File: config.mk
export PLATFORM = sky130hd
export DESIGN_NAME = adler32_checksum_unit
export DESIGN_NICKNAME = d
export VERILOG_FILES = /design/src/adler32_pkg.sv /design/src/adler32_front.sv /design/src/adler32_queue.sv /design/src/adler32_back.sv /design/src/adler32_checksum_unit.sv
export SDC_FILE = /design/constraint.sdc
export NUM_CORES = 1
export LEC_CHECK = 0
export ABC_AREA = 1
export BUFFER_PORTS_ARGS = -buffer_cell sky130_fd_sc_hd__clkbuf_2
export CORE_UTILIZATION = 64
export CTS_CLUSTER_SIZE = 12
export DETAILED_ROUTE_END_ITERATION = 8
export PLACE_DENSITY = 0.83
export SYNTH_ARGS = -nofsm -noshare
export SYNTH_HDL_FRONTEND = slang
export SYNTH_HIERARCHICAL = 1
export SYNTH_SLANG_ARGS = --single-unit
File: constraint.sdc
create_clock -name clk -period 9.3 [get_ports clk]
set_input_delay 2.79 -clock clk [delete_from_list [all_inputs] [get_ports clk]]
set_output_delay 2.79 -clock clk [all_outputs]
set_load 0.05 [all_outputs]
File: src/adler32_pkg.sv
// Shared types, constants and the modular reduction for the Adler-32 unit.
`default_nettype none
package adler32_pkg;

  localparam logic [16:0] ADLER_MOD   = 17'd65521;
  localparam int          HALF_BITS   = 16;
  localparam int          QUEUE_DEPTH = 4;

  // One classified byte on its way from the front stage to the sum engine.
  typedef struct packed {
    logic [7:0]  data_byte;
    logic        first_byte;
    logic        last_byte;
    logic [15:0] seed_a;
    logic [15:0] seed_b;
  } item_t;

  typedef struct packed {
    logic [15:0] sum_a;
    logic [15:0] sum_b;
  } sum_stat_t;

  // One conditional subtract; valid for any input below twice the modulus.
  function automatic logic [15:0] reduce_once(input logic [16:0] v);
    logic [16:0] d;
    d = v - ADLER_MOD;
    reduce_once = (v >= ADLER_MOD) ? d[15:0] : v[15:0];
  endfunction

endpackage
`default_nettype wire

File: src/adler32_front.sv
// Input stage: registers an item and brings both seed halves below the modulus.
`default_nettype none
module adler32_front (
  input  wire                 clk,
  input  wire                 rst_n,
  input  wire                 in_tvalid,
  output logic                in_tready,
  input  wire  [39:0]         in_tdata,
  input  wire                 in_tuser,
  input  wire                 in_tlast,
  output logic                push,
  output adler32_pkg::item_t  push_item,
  input  wire                 q_full
);

  logic               valid_r, valid_nxt;
  adler32_pkg::item_t item_r, item_nxt;

  assign push      = valid_r && !q_full;
  assign in_tready = !valid_r || !q_full;
  assign push_item = item_r;

  always_comb begin
    valid_nxt = valid_r;
    item_nxt  = item_r;
    if (push) begin
      valid_nxt = 1'b0;
    end
    if (in_tvalid && in_tready) begin
      valid_nxt           = 1'b1;
      item_nxt.data_byte  = in_tdata[7:0];
      item_nxt.first_byte = in_tuser;
      item_nxt.last_byte  = in_tlast;
      item_nxt.seed_a     = adler32_pkg::reduce_once({1'b0, in_tdata[23:8]});
      item_nxt.seed_b     = adler32_pkg::reduce_once({1'b0, in_tdata[39:24]});
    end
  end

  always_ff @(posedge clk) begin
    if (!rst_n) begin
      valid_r <= 1'b0;
    end else begin
      valid_r <= valid_nxt;
    end
    item_r <= item_nxt;
  end

endmodule
`default_nettype wire

File: src/adler32_queue.sv
// Short register queue between the front stage and the sum engine.
`default_nettype none
module adler32_queue #(
  parameter int DEPTH = adler32_pkg::QUEUE_DEPTH
) (
  input  wire                 clk,
  input  wire                 rst_n,
  input  wire                 push,
  input  adler32_pkg::item_t  push_item,
  output logic                full,
  input  wire                 pop,
  output adler32_pkg::item_t  pop_item,
  output logic                valid
);

  localparam int PW = (DEPTH > 1) ? $clog2(DEPTH) : 1;
  localparam int CW = $clog2(DEPTH + 1);
  localparam logic [PW-1:0] LAST_PTR = PW'(DEPTH - 1);
  localparam logic [CW-1:0] FULL_CNT = CW'(DEPTH);

  adler32_pkg::item_t slots_r [DEPTH];
  logic [PW-1:0] wr_ptr_r, wr_ptr_nxt;
  logic [PW-1:0] rd_ptr_r, rd_ptr_nxt;
  logic [CW-1:0] count_r, count_nxt;

  assign full     = (count_r == FULL_CNT);
  assign valid    = (count_r != '0);
  assign pop_item = slots_r[rd_ptr_r];

  always_comb begin
    wr_ptr_nxt = wr_ptr_r;
    rd_ptr_nxt = rd_ptr_r;
    count_nxt  = count_r;
    if (push) begin
      wr_ptr_nxt = (wr_ptr_r == LAST_PTR) ? '0 : wr_ptr_r + PW'(1);
    end
    if (pop) begin
      rd_ptr_nxt = (rd_ptr_r == LAST_PTR) ? '0 : rd_ptr_r + PW'(1);
    end
    if (push && !pop) begin
      count_nxt = count_r + CW'(1);
    end else if (pop && !push) begin
      count_nxt = count_r - CW'(1);
    end
  end

  always_ff @(posedge clk) begin
    if (!rst_n) begin
      wr_ptr_r <= '0;
      rd_ptr_r <= '0;
      count_r  <= '0;
    end else begin
      wr_ptr_r <= wr_ptr_nxt;
      rd_ptr_r <= rd_ptr_nxt;
      count_r  <= count_nxt;
    end
    if (push) begin
      slots_r[wr_ptr_r] <= push_item;
    end
  end

endmodule
`default_nettype wire

File: src/adler32_back.sv
// Sum engine: updates sums A and B per byte and holds the checksum for the receiver.
`default_nettype none
module adler32_back (
  input  wire                    clk,
  input  wire                    rst_n,
  input  wire                    q_valid,
  input  adler32_pkg::item_t     q_item,
  output logic                   pop,
  output logic                   out_tvalid,
  input  wire                    out_tready,
  output logic [31:0]            out_tdata,
  output adler32_pkg::sum_stat_t stat
);

  logic        out_valid_r, out_valid_nxt;
  logic [31:0] out_data_r, out_data_nxt;
  logic [15:0] sum_a_r, sum_a_nxt;
  logic [15:0] sum_b_r, sum_b_nxt;
  logic [15:0] a_src, b_src, a_new, b_new;
  logic        out_free;

  assign out_free   = !out_valid_r || out_tready;
  // A byte that closes a message waits until the output slot can take it.
  assign pop        = q_valid && (!q_item.last_byte || out_free);
  assign out_tvalid = out_valid_r;
  assign out_tdata  = out_data_r;
  assign stat.sum_a = sum_a_r;
  assign stat.sum_b = sum_b_r;

  always_comb begin
    a_src = q_item.first_byte ? q_item.seed_a : sum_a_r;
    b_src = q_item.first_byte ? q_item.seed_b : sum_b_r;
    a_new = adler32_pkg::reduce_once({1'b0, a_src} + {9'd0, q_item.data_byte});
    b_new = adler32_pkg::reduce_once({1'b0, b_src} + {1'b0, a_new});

    sum_a_nxt     = sum_a_r;
    sum_b_nxt     = sum_b_r;
    out_valid_nxt = out_valid_r;
    out_data_nxt  = out_data_r;
    if (out_valid_r && out_tready) begin
      out_valid_nxt = 1'b0;
    end
    if (pop) begin
      sum_a_nxt = a_new;
      sum_b_nxt = b_new;
      if (q_item.last_byte) begin
        out_valid_nxt = 1'b1;
        out_data_nxt  = {b_new, a_new};
      end
    end
  end

  always_ff @(posedge clk) begin
    if (!rst_n) begin
      out_valid_r <= 1'b0;
      sum_a_r     <= 16'd1;
      sum_b_r     <= 16'd0;
    end else begin
      out_valid_r <= out_valid_nxt;
      sum_a_r     <= sum_a_nxt;
      sum_b_r     <= sum_b_nxt;
    end
    out_data_r <= out_data_nxt;
  end

endmodule
`default_nettype wire

File: src/adler32_checksum_unit.sv
// Adler-32 checksum unit: byte stream in, one checksum per message out.
//
// Input channel in_*: one message byte per item. in_tuser marks the first byte of a
// message; on it both sums load from the seed in in_tdata (A from the low half, B from
// the high half, each reduced mod 65521) before the byte is added. in_tlast marks the
// last byte; only that item produces a result. Bytes without a first mark continue the
// running sums, also across a previous last byte.
// Output channel out_*: out_tdata = sum B in bits 31..16, sum A in bits 15..0.
// Throughput: one item per cycle while the queue is not full. A last byte passes the input
// register, a queue slot and the sum engine output register on its way to out_tvalid.
// A front register feeds a short queue (QUEUE_DEPTH items) ahead of the sum engine.
// When the receiver stalls, the held checksum stays on out_tdata; non-last bytes keep
// flowing, and the queue fills only once a second last byte waits for the output slot.
// Reset (rst_n low, synchronous) empties the pipeline and sets A = 1, B = 0.
`default_nettype none
module adler32_checksum_unit #(
  parameter int QUEUE_DEPTH = adler32_pkg::QUEUE_DEPTH
) (
  input  wire         clk,
  input  wire         rst_n,
  input  wire         in_tvalid,
  output logic        in_tready,
  input  wire  [39:0] in_tdata,   // [7:0] data_byte, [39:8] seed
  input  wire         in_tuser,   // [0] first_byte
  input  wire         in_tlast,   // last_byte
  output logic        out_tvalid,
  input  wire         out_tready,
  output logic [31:0] out_tdata   // [31:0] checksum
);

  logic                   push, q_full, pop, q_valid;
  adler32_pkg::item_t     push_item, q_item;
  adler32_pkg::sum_stat_t stat;

  adler32_front u_front (
    .clk       (clk),
    .rst_n     (rst_n),
    .in_tvalid (in_tvalid),
    .in_tready (in_tready),
    .in_tdata  (in_tdata),
    .in_tuser  (in_tuser),
    .in_tlast  (in_tlast),
    .push      (push),
    .push_item (push_item),
    .q_full    (q_full)
  );

  adler32_queue #(
    .DEPTH (QUEUE_DEPTH)
  ) u_queue (
    .clk       (clk),
    .rst_n     (rst_n),
    .push      (push),
    .push_item (push_item),
    .full      (q_full),
    .pop       (pop),
    .pop_item  (q_item),
    .valid     (q_valid)
  );

  adler32_back u_back (
    .clk        (clk),
    .rst_n      (rst_n),
    .q_valid    (q_valid),
    .q_item     (q_item),
    .pop        (pop),
    .out_tvalid (out_tvalid),
    .out_tready (out_tready),
    .out_tdata  (out_tdata),
    .stat       (stat)
  );

  a_sums_reduced: assert property (@(posedge clk) disable iff (!rst_n)
    ({1'b0, stat.sum_a} < adler32_pkg::ADLER_MOD) &&
    ({1'b0, stat.sum_b} < adler32_pkg::ADLER_MOD))
    else $error("running sum not below modulus");

  a_out_reduced: assert property (@(posedge clk) disable iff (!rst_n)
    out_tvalid |-> ({1'b0, out_tdata[15:0]} < adler32_pkg::ADLER_MOD) &&
                   ({1'b0, out_tdata[31:16]} < adler32_pkg::ADLER_MOD))
    else $error("checksum half not below modulus");

  a_reset_sums: assert property (@(posedge clk) disable iff (!rst_n)
    $past(!rst_n) |-> (stat.sum_a == 16'd1) && (stat.sum_b == 16'd0) && !out_tvalid)
    else $error("sums not at initial values after reset");

  a_pop_valid: assert property (@(posedge clk) disable iff (!rst_n)
    (pop || push) |-> (!pop || q_valid) && (!push || !q_full))
    else $error("queue overrun or underrun");

endmodule
`default_nettype wire

Word level (Yosys, flattened, before mapping)
Memories as Yosys holds them, arrays and structs flattened. A register that Yosys moved wholly into a read port is not among the register bits.
Index checks and enable logic that the tools add are counted.
- flip-flop bits (word level): 115
- latch bits: 0
- output and inout port bits: 34
- logic and storage cells: 69
- bits in writable memories: 168
- memories: 1
- ROM bits: 0
- memories (name ; words ; bits a word ; rd ports ; clocked after Yosys merged registers in ; wr ports ; RTL line ; RTL):
    u_queue.slots_r ; 4 ; 42 ; 1 ; 1 ; 1 ; adler32_queue.sv:21 ; adler32_pkg::item_t slots_r [DEPTH];
- multiply operators: 0
- reduce and logical (&&, ||, !) cells: 19
- div/mod/pow operators: 0
- muxes and demuxes: 19
- add/sub/neg operators: 10
- bitwise logic cells: 0
- shifts and indexed selects: 0
- magnitude comparators: 4
- equal/unequal tests: 3
- operators with widths (cell ; number):
    16-bit two-way mux ; 6
    16-bit subtractor (second input constant) ; 4
    17-bit by 16-bit greater-or-equal comparator with 1-bit output (second input constant) ; 2
    16-bit greater-or-equal comparator (second input constant) ; 2
    16-bit by 16-bit adder with 17-bit output ; 1
    16-bit by 8-bit adder with 17-bit output ; 1
    2-bit two-way mux ; 4
    1-bit two-way mux ; 7
    1-bit logical AND ; 6
    1-bit zero test ; 6
    3-bit two-way mux ; 2
    2-bit by 1-bit adder with 2-bit output (second input constant) ; 2
    2-bit == test (second input constant) ; 2
    2-bit nonzero test ; 2
    3-bit by 1-bit adder with 3-bit output (second input constant) ; 1
    3-bit == test (second input constant) ; 1
    1-bit logical OR ; 3
    3-bit nonzero test ; 1
    3-bit by 1-bit subtractor with 3-bit output (second input constant) ; 1
    2-bit AND reduction ; 1

Longest topological paths before layout
- word-level depth: 7
- depth in mapped cells: 52

Modules after synthesis
Netlist, hierarchy kept.
- modules (own cells, without submodules) (module ; cells an instance ; instances ; area each (um2) ; seq. area each (um2)):
    adler32_queue ; 466 ; 1 ; 6707.7 ; 5225.0
    adler32_back ; 814 ; 1 ; 5718.0 ; 1621.6
    adler32_front ; 176 ; 1 ; 1905.6 ; 1281.2

Worst setup path before layout
OpenSTA, ideal clock, no wires.
- path type: flip-flop to flip-flop
- start: register with a tool-made name
- end: register u_back.out_data_r[20], in the netlist u_back/out_tdata[20], data pin
- data arrival time: 5.765 ns
- slack: 3.280 ns
- clock period less this slack: 6.020 ns
- required time: 9.045 ns
- cell stages (with the launch flop): 39
- path buffers: 6
- setup time: 0.255 ns
- cell sequence: dfxtp_1 buf_6 inv_4 buf_2 nor2_1 o22ai_1 buf_6 buf_6 clkbuf_1 nand2_1 nand2_1 ha_1 inv_1 fa_1 inv_1 nand2_1 nand2_1 nand3_1 (+3 left out) nor2_2 nand3_4 nand3_4 xor2_1 ha_1 inv_1 fa_1 o21ai_0 xor2_1 a21oi_1 nand2_2 nor3_2 nand2_2 nor2_4 nand2_4 buf_4 nand4_1 nand2_1
- RTL lines (item ; RTL line ; RTL):
    end signal: assignment ; adler32_back.sv:63 ; out_data_r <= out_data_nxt;
    end: declaration ; adler32_back.sv:16 ; logic [31:0] out_data_r, out_data_nxt;

==> flow_summary.yaml <==
outcome:
  status: "complete, no violations"
floorplan:
  rows: 54
  initial_core_util: 0.655
  die_h_microns: 152
  io-pin-count: 80
  die_area_sq_um: 23000
  core_area_sq_um: 21900
  die_width_microns: 152
cts:
  htree_levels: 1
  cts_setup_buffers: 0
  cts_resized: 0
  worstSkewPairLatency_ns: 0.54
  postCtsHoldBufs: 0
  root_buffer: "clkbuf_16"
  numCtsBuffers: 29
  cts_tree: "yes"
  cts.clk_slew.worst_paths_ns: 0.06
  clock_sinks: 285
  clk_path_buf_depth: 3
finish:
  area_growth_pct: 9.78
  drive_gt1_frac: 0.168
  fillers: 1548
  final_nets: 1617
  multiInputGateArea_sq_um: 5250
  final_util: 0.719
  seqCellArea_sq_um: 8130
detailed_routing:
  drt_iter0_drc: 1058
  vias: 10600
  vias_per_cell: 5.78
  finalWirelength_microns: 32500
  wl_per_cell_microns: 17.7
  drt_pass1_iterations: 5
  antenna_left: 0
  drc: 0
global_routing:
  grt_max_degree: 67
  grt_overflow: 0
  grt_pass1_vias: 9717
  grt_use_total: 0.287
  grt-busiest-layer: "met2"
  antenna_found_initial: 0
  use_met2: 0.469
  met3_usage: 0.0533
  grt_util_met1: 0.385
  grt_pass1_wl_microns: 50200
yosys:
  yosysSeqAreaShare: 0.567
  synth_top_area_cell: "edfxtp_1"
  netlist_instances: 1456
  synth_area_leaders: "edfxtp_1, nand2_1, dfxtp_1"
  mappedNetlistArea_sq_um: 14300
  syn_nets: 1541
  yosys.cell_types.count: 53
  ys_ff_latch: 285
  synth_top_area_share: 0.507
  avgSynthCellArea_sq_um: 9.84
  yosysWarnings: 6
timing:
  fin_worst_skew_ns: 0.00981
  finalHoldViolCount: 0
  timing.slew.headroom: 0.206
  period_share: 0.807
  period_needed_ns: 7.51
  rsz0062_at_grt: "no"
  fmax_mhz: 133
  setup_viol_count_final: 0
  setup-tns-final_ns: 0
  finalMaxSlewViolations: 0
  tightest_slew_ns: 1.19
worst_setup_path:
  worstSetupEndpointType: "register"
  crit_arrival_ns: 7.99
  cp_top_family: "simple AND/OR/NAND/NOR gates"
  slowest_delay_ns: 0.46
  start_kind: "register"
  timing.critical_path.buf_inv: 6
  cp_slowest_cell: "o22ai_4"
  crit_required_ns: 9.78
  crit_fanout: 43
  cpMostUsedCell: "nand2_1"
  worstSetupPathType: "register to register"
placed_design:
  hpwl_microns: 22200
  gp_congestion: 0.949
  io_buffers: 79
worst_hold_path:
  min_path_type: "register to register"
run:
  maxCapViolCount: 0
per-layer routing:
metal | share of wire | up-vias
li1 | - | 5093
met1 | 0.41 | 4968
met2 | 0.48 | 460
met3 | 0.081 | 65
met4 | 0.031 | 0
met5 | 0 | -
worst register-to-register path: cells and delay by family (launching register included):
kind | cells | cell delay [ns]
buf+inv | 6 | 1.05
xor+xnor | 2 | 0.57
fa+ha+maj | 3 | 1.06
flops | 1 | 0.30
compound gates | 6 | 1.98
simple gates | 19 | 2.50
cells by family after synthesis:
group | share of synthesized area
xor+xnor | 0.0146
fa+ha+maj | 0.0356
simple gates | 0.223
compound gates | 0.0917
buf+inv | 0.0684
flops | 0.567
path summary, 6_finish.rpt:
check	from	endpoint	slack, ns	depth (start not counted)
setup reg to reg	register	u_back/sum_b_r[14]	1.79	36
hold / removal	u_back/sum_a_r[0]	u_back/sum_a_r[0]	0.49	2
setup / recovery	register	u_back/sum_b_r[14]	1.79	36
hold reg to reg	u_back/sum_a_r[0]	u_back/sum_a_r[0]	0.49	2
flip-flops by register name, summed over array words and instances, names as in the netlist, named ones only:
signal	count
u_back/out_tdata	32
u_back/out_tvalid	1
u_back/sum_a_r	16
u_back/sum_b_r	16
u_front/push_item	42
u_front/valid_r	1
u_queue/count_r	3
u_queue/rd_ptr_r	2
u_queue/slots_r	168
u_queue/wr_ptr_r	2
cell usage after synthesis (all sizes together):
cell         instances
ha                  36
xnor2                6
buf                 24
nor2               180
or2                  5
nand2              329
clkbuf              20
and2                 1
o21bai               2
o21ai              131
inv                170
dlygate4sd3          3
nand3               82
a21boi              14
o31ai                1
nor3b                1
nand4               34
clkinv               1
a31oi                1
dfxtp               43
a21oi               47
nor3                13
o22ai               42
o21a                 1
fa                   3
o211ai               1
nand3b               5
edfxtp             242
or4                  1
xor2                17
cell type report:
| class | count | share of cell area |
|---|---|---|
| clock inverter | 8 | 0.00422 |
| tap | 280 | 0.0223 |
| inverter | 171 | 0.0414 |
| multi-input combinational | 953 | 0.334 |
| sequential | 285 | 0.517 |
| clock buffer | 41 | 0.0501 |
| timing repair buffer | 92 | 0.0313 |
| antenna | 1 | 0.000159 |
cell usage in the layout (no fill, tap or decap), types with 2 or more instances in the layout:
| cell | netlist | routed |
|---|---|---|
| nand2_1 | 264 | 264 |
| edfxtp_1 | 242 | 242 |
| inv_1 | 159 | 159 |
| nor2_1 | 154 | 154 |
| o21ai_0 | 108 | 107 |
| clkbuf_2 | 0 | 82 |
| nand3_1 | 70 | 70 |
| a21oi_1 | 45 | 44 |
| dfxtp_1 | 43 | 42 |
| nand2_2 | 41 | 41 |
| o22ai_1 | 42 | 41 |
| ha_1 | 36 | 36 |
| nand4_1 | 32 | 32 |
| clkbuf_16 | 0 | 29 |
| nand2_4 | 24 | 24 |
| o21ai_1 | 23 | 23 |
| nor2_2 | 20 | 20 |
| xor2_1 | 16 | 16 |
| buf_4 | 2 | 13 |
| a21boi_0 | 13 | 13 |
| nor3_1 | 11 | 11 |
| inv_2 | 9 | 9 |
| nand3_2 | 8 | 8 |
| clkbuf_1 | 18 | 7 |
| nor2_4 | 6 | 6 |
| xnor2_1 | 6 | 6 |
| nand3b_1 | 5 | 5 |
| clkinv_2 | 0 | 4 |
| nand3_4 | 4 | 4 |
| clkinv_1 | 1 | 3 |
| fa_1 | 3 | 3 |
| or2_1 | 2 | 2 |
| a21oi_2 | 2 | 2 |
| nand4_2 | 2 | 2 |
| o21bai_1 | 2 | 2 |
| or2_2 | 2 | 2 |
per-stage QoR:
step                instance area [sq um]  instances  hold slack (ns)  worst slack (ns)
finish                              15700       1831            0.491              1.79
global route                        15700       1830            0.507              1.28
CTS                                 15700       1830            0.489              1.96
detailed placement                  14900       1781            0.470              2.00
global placement                    14900       1781            0.459              2.06
floorplan                           14300       1456            0.441              3.28
Power is not shown: default switching activity piles up to over one toggle a cycle in this logic, so the estimate is an artifact.
